<file path="config.mk">
export PLATFORM = sky130hd
export DESIGN_NAME = mcspe_lane
export DESIGN_NICKNAME = d
export VERILOG_FILES = /design/src/mcspe_pkg.sv /design/src/mcspe_lane.sv
export SDC_FILE = /design/constraint.sdc
export NUM_CORES = 1
export LEC_CHECK = 0
export BUFFER_PORTS_ARGS = -buffer_cell sky130_fd_sc_hd__buf_2
export CAP_MARGIN = 25
export CORE_MARGIN = 10
export CORE_UTILIZATION = 30
export DETAILED_ROUTE_END_ITERATION = 6
export GPL_TIMING_DRIVEN = 1
export PLACE_DENSITY_LB_ADDON = 0.2
export SYNTH_ARGS = -nofsm -noshare
export SYNTH_HDL_FRONTEND = slang
export SYNTH_SLANG_ARGS = --single-unit
export TNS_END_PERCENT = 1
</file>
<file path="constraint.sdc">
create_clock -name vclk -period 2.7
set_input_delay 0 -clock vclk [all_inputs]
set_output_delay 0 -clock vclk [all_outputs]
set_load 0.02 [all_outputs]
</file>
<file path="src/mcspe_pkg.sv">
`timescale 1ns / 1ps
// ----------------------------------------------------------------------------
// Multi-case sort program executor package
// Item types, operation and status codes, and the permutation table that
// seeds registers x1..x3 of every test case.
// ----------------------------------------------------------------------------
package mcspe_pkg;

    localparam int NUM_CASES   = 6;
    localparam int REG_FIELD_W = 3;
    localparam int WORD_W      = 32;
    localparam int NUM_TARGETS = NUM_CASES * 3;

    localparam logic [2:0] OP_ADD  = 3'd0;
    localparam logic [2:0] OP_SUB  = 3'd1;
    localparam logic [2:0] OP_AND  = 3'd2;
    localparam logic [2:0] OP_SLT  = 3'd3;
    localparam logic [2:0] OP_CMOV = 3'd4;

    localparam logic [1:0] ST_OK     = 2'd0;
    localparam logic [1:0] ST_BAD_OP = 2'd1;
    localparam logic [1:0] ST_LIMIT  = 2'd2;

    localparam logic ACT_EXEC    = 1'b0;
    localparam logic ACT_RESTART = 1'b1;

    localparam logic [1:0] PERM_TABLE [NUM_CASES][3] = '{
        '{2'd1, 2'd2, 2'd3},
        '{2'd1, 2'd3, 2'd2},
        '{2'd2, 2'd1, 2'd3},
        '{2'd2, 2'd3, 2'd1},
        '{2'd3, 2'd1, 2'd2},
        '{2'd3, 2'd2, 2'd1}
    };

    typedef struct packed {
        logic       action;
        logic [2:0] opcode;
        logic [2:0] dest_reg;
        logic [2:0] src_a;
        logic [2:0] src_b;
        logic [2:0] src_cond;
    } item_t;

    typedef struct packed {
        logic [1:0] status;
        logic [5:0] steps_done;
        logic       at_limit;
        logic       all_sorted;
        logic [4:0] correct_positions;
    } result_t;

    function automatic logic [WORD_W-1:0] reset_value(input int c, input int r);
        logic [WORD_W-1:0] v;
        v = '0;
        if (r >= 1 && r <= 3)
        begin
            v = WORD_W'(PERM_TABLE[c][r-1]);
        end
        return v;
    endfunction

endpackage

</file>
<file path="src/mcspe_lane.sv">
`timescale 1ns / 1ps
// ----------------------------------------------------------------------------
// Executor lane ALU
// Computes ADD, SUB, AND, signed SLT and CMOV on one test case's operands.
// ----------------------------------------------------------------------------
module mcspe_lane
    import mcspe_pkg::*;
(
    input  logic [2:0]        opcode,
    input  logic [WORD_W-1:0] a,
    input  logic [WORD_W-1:0] b,
    input  logic [WORD_W-1:0] cond,
    output logic [WORD_W-1:0] result
);

    always_comb
    begin
        case (opcode)
            OP_ADD:  result = a + b;
            OP_SUB:  result = a - b;
            OP_AND:  result = a & b;
            OP_SLT:  result = {{(WORD_W-1){1'b0}}, ($signed(a) < $signed(b))};
            OP_CMOV: result = (cond != '0) ? a : b;
            default: result = b;
        endcase
    end

endmodule

</file>
# Word level (Yosys, flattened, before mapping)
# Cells that the tools add are included.
# classes
muxes,2
add_sub_neg,2
reduce_logical,2
bitwise,1
n_eq_ne,4
magnitude_cmp,1
# ops
op,n
32-bit one-hot mux with 5 select lines,1
32-bit adder,1
32-bit AND,1
32-bit less-than comparator,1
32-bit two-way mux,1
32-bit nonzero test,1
32-bit subtractor,1
3-bit by 2-bit equality test with 1-bit output (second input constant),2
3-bit by 1-bit equality test with 1-bit output (second input constant),1
3-bit equality test (second input constant),1
3-bit logical NOT,1
# word_totals
output_inout_bits,32
wordCells,12
ff_bits,0
in_bits,99

# Depth between registers and ports, before layout
# logic_depth
word_depth,3
depth_mapped,12
mapped_depth_nobuf,12

# Least setup slack after synthesis
# No wires, ideal clock.
# synth_timing
path_type,input -> output
start,input port b[3]
end,output port result[24]
path_buffers,1
setup_slack_ns,0.217
path_stages,11
t_required_ns,2.700
t_arrival_ns,2.483
path_cell_list,inv_1 ha_1 buf_6 or3_1 o22ai_2 o221ai_2 a2111oi_4 o211ai_1 a31oi_1 mux2_2 nor2_1
# synth_via
elab_chain_cells,2
word_cells_on_any_way,3
cone_classes,2 x add/sub; 1 x mux
# synth_lines
element,line,text
"start, declared",mcspe_lane.sv:11,"input logic [WORD_W-1:0] b,"
32-bit subtractor / 32-bit adder (equally long branches),"mcspe_lane.sv:20, mcspe_lane.sv:19",
32-bit one-hot mux with 5 select lines (*),mcspe_lane.sv:18,case (opcode)
"end, declared",mcspe_lane.sv:13,output logic [WORD_W-1:0] result
# Mark *: on every way between the ends. The rest lies on a longest branch, timed or not.

# Final worst setup path
# layout_timing
start,input port a[1]
end,output port result[14]
# layout_via
elab_chain_cells,2
word_cells_on_any_way,3
cone_classes,2 x add/sub; 1 x mux
# layout_lines
element,line,text
"start, declared",mcspe_lane.sv:10,"input logic [WORD_W-1:0] a,"
32-bit subtractor / 32-bit adder (equally long branches),"mcspe_lane.sv:20, mcspe_lane.sv:19",
32-bit one-hot mux with 5 select lines (*),mcspe_lane.sv:18,
# Marks and branches as above.

==> metrics <==
Seq Cell Count 0; Worst Tran Pin Value 0.698 ns; storage element area 0 µm²; maximum vdd drop 0.0000922 V; main area contributors after synthesis sky130_fd_sc_hd__ha_1 (17%), sky130_fd_sc_hd__a21oi_1 (11%), sky130_fd_sc_hd__nor2_1 (6.0%), sky130_fd_sc_hd__o21ai_0 (5.9%), sky130_fd_sc_hd__inv_1 (5.1%); DRC 0; Layout Nets 1104; DRT Pass-1 Iters 5; Rel. slew slack 0.534; RSZ-0062 raised after global routing yes; Setup WS post-layout 0.0339 ns; total power per unit cell area 234 nW/µm²; clock buffer instance count of the final layout 0; max-slew violations 0; part of the Yosys area used for sequential elements 0; Area Overhead vs Synth 37.2%; Routability Congestion 0.925; post-place setup slack -0.0780 ns; Cells after Synth 736; max layer used met4; pin count of the biggest net entering global routing 40; fraction of synthesized cell area taken by the top area cell type 0.166; arrival time at the worst endpoint 2.67 ns; fraction of power consumed by the clock network 0; switching power share of the total 0.568; GRT Residual Overflow 0; Max stage delay on crit path 0.45 ns; Total GRT Usage 0.179; number of vias in the routed layout 6292; die extent in y 147 µm; Die Span X 147 µm; most numerous cell types in the synthesized netlist sky130_fd_sc_hd__a21oi_1 (105), sky130_fd_sc_hd__nor2_1 (77), sky130_fd_sc_hd__inv_1 (66); ratio of cells with drive above 1 in the final layout 0.327; startpoint-to-endpoint class of the critical path in -> out; Int Power 668 µW; Die Footprint 21500 µm²; Critical Path Most Common Cell sky130_fd_sc_hd__buf_4; number of global-route vias before repair 6227; synth unique cells 72; net switching power 877 µW; result of the run completed; Final Hold Fails 0; Starting Density 0.305; Core Region 15800 µm²; input/output buffers 131; worst hold-check slack 0.404 ns; most common cell in the synthesized netlist sky130_fd_sc_hd__a21oi_1; average vias per placed instance 5.45; sum of routed wire length over all layers 21000 µm; ordered cell list for the critical path buf_2 > buf_4 > buf_4 > fa_1 > a21oi_2 > o22ai_4 > o221ai_4 > buf_4 > nand2_1 > o31a_1 > o21ai_1 > xnor2_1 > a221o_1 > buf_2; number of endpoints failing setup at the final stage 0; Met1 Routed Length 9670 µm; number of primary I/O pins 131; Tmin final 2.67 ns; cell type with the highest aggregate area in the netlist sky130_fd_sc_hd__ha_1; Detail Route Antenna Nets 0; amount of wire on met3 after detailed routing 1160 µm; Netlist Area Pre-Place 4820 µm²; hpwl dp 17000 µm; static leakage 0.00300 µW; number of DRC markers in iteration 0 452; Std-Cell Rows 46; CP Max Fanout 3; share of power burned in combinational logic 1.000; power share of the sequential group 0; critical path's slowest cell sky130_fd_sc_hd__fa_1; number of antenna violations at the first check in global routing 1; nature of the critical path startpoint input port; achievable frequency 0.375 GHz; warnings from Yosys 0; worst hold-check path type in -> out; Post-Synthesis Net Count 901; first-pass GRT wire length 32900 µm; Worst Path Required 2.70 ns; final routed wire length divided by cell count 18.2 µm; number of buffers added to fix hold violations after cts 0; type of destination of the critical path primary output; number of max-cap violations 0; Avg Inst Size Synth 6.55 µm²; met2 wire length 9840 µm; final clock period utilization by the worst path 0.987
## placed cells by master (no fill, tap or decap), types with 5 or more instances in the layout
cell type / instances
sky130_fd_sc_hd__a211oi_1: 11
sky130_fd_sc_hd__nor4_1: 12
sky130_fd_sc_hd__ha_4: 6
sky130_fd_sc_hd__nor2_1: 72
sky130_fd_sc_hd__mux2i_1: 15
sky130_fd_sc_hd__o22ai_1: 6
sky130_fd_sc_hd__a222oi_1: 9
sky130_fd_sc_hd__o31a_1: 5
sky130_fd_sc_hd__o21ai_1: 7
sky130_fd_sc_hd__nand3_1: 11
sky130_fd_sc_hd__nand4_1: 10
sky130_fd_sc_hd__o21a_1: 6
sky130_fd_sc_hd__buf_2: 125
sky130_fd_sc_hd__a22oi_1: 9
sky130_fd_sc_hd__ha_1: 57
sky130_fd_sc_hd__a21oi_2: 5
sky130_fd_sc_hd__nand2b_1: 8
sky130_fd_sc_hd__o31ai_1: 7
sky130_fd_sc_hd__a21o_1: 7
sky130_fd_sc_hd__a21oi_1: 100
sky130_fd_sc_hd__a31oi_1: 9
sky130_fd_sc_hd__o211ai_1: 9
sky130_fd_sc_hd__nor2b_1: 8
sky130_fd_sc_hd__buf_4: 113
sky130_fd_sc_hd__o21ai_0: 51
sky130_fd_sc_hd__nand2_1: 37
sky130_fd_sc_hd__o21bai_1: 9
sky130_fd_sc_hd__xnor2_1: 21
sky130_fd_sc_hd__mux2_2: 17
sky130_fd_sc_hd__inv_1: 66
sky130_fd_sc_hd__nor3_1: 17
## power groups by stage
stage	Clock (µW)	Sequential [µW]	Combinational, µW
after floorplan	0	0	886
after global placement	0	0	1440
after detailed placement	0	0	1430
after CTS	0	0	1440
after global routing	0	0	1690
final	0.0000495	0	1540
## cell type report
class	instances	area (µm²)
timing repair buffer	238	1470
multi-input combinational	631	4610
inverter	68	255
antenna	1	2.50
tap	216	270
fill	1707	9210
## worst paths after layout
kind | from | to | slack [ns] | depth (start not counted)
worst max-delay path | a[1] | result[14] | 0.03 | 14
worst min-delay path | b[23] | result[23] | 0.40 | 4
## repair_timing
action | 4_1_cts | 5_1_grt
resized for setup | 6 | 51
setup endpoints to repair | 10 | 20
buffers inserted | 0 | 6
pin swaps | 3 | 18
## worst max-delay path, delay by kind of cell
family	cells	cell delay (ns)
AND/OR/NAND/NOR	1	0.08
AO/OA/AOI/OAI	6	1.34
adder cells (fa/ha/maj)	1	0.45
XOR/XNOR	1	0.08
buffers and inverters	5	0.72
## logic make-up (layout without fill, tap and decap cells)
logic type	Yosys count	count (layout)	synth area share
buffers and inverters	105	306	0.0966
XOR/XNOR	23	23	0.0418
multiplexers	32	32	0.0709
AND/OR/NAND/NOR	214	214	0.214
adder cells (fa/ha/maj)	66	66	0.174
other	0	1	0
AO/OA/AOI/OAI	296	296	0.402
## per-layer routing
metal / global-route usage / up-vias
li1: - / 3154
met1: 0.239 / 2918
met2: 0.310 / 202
met3: 0.0184 / 18
met4: 0.0235 / 0
met5: 0 / -
## per-stage QoR
| step | setup TNS (ns) | utilization | instances | power (µW) | instance area [µm²] |
|---|---|---|---|---|---|
| 5_1_grt | -0.251 | 0.418 | 1153 | 1690 | 6610 |
| 4_1_cts | -0.00750 | 0.400 | 1147 | 1440 | 6330 |
| 3_5_place_dp | -0.304 | 0.398 | 1147 | 1430 | 6300 |
| 6_report | 0 | 0.418 | 1154 | 1540 | 6610 |
| 3_3_place_gp | -0.150 | 0.398 | 1147 | 1440 | 6300 |
| 2_1_floorplan | 0 | - | 736 | 886 | 4820 |
Power figures use the tool's default switching activity.
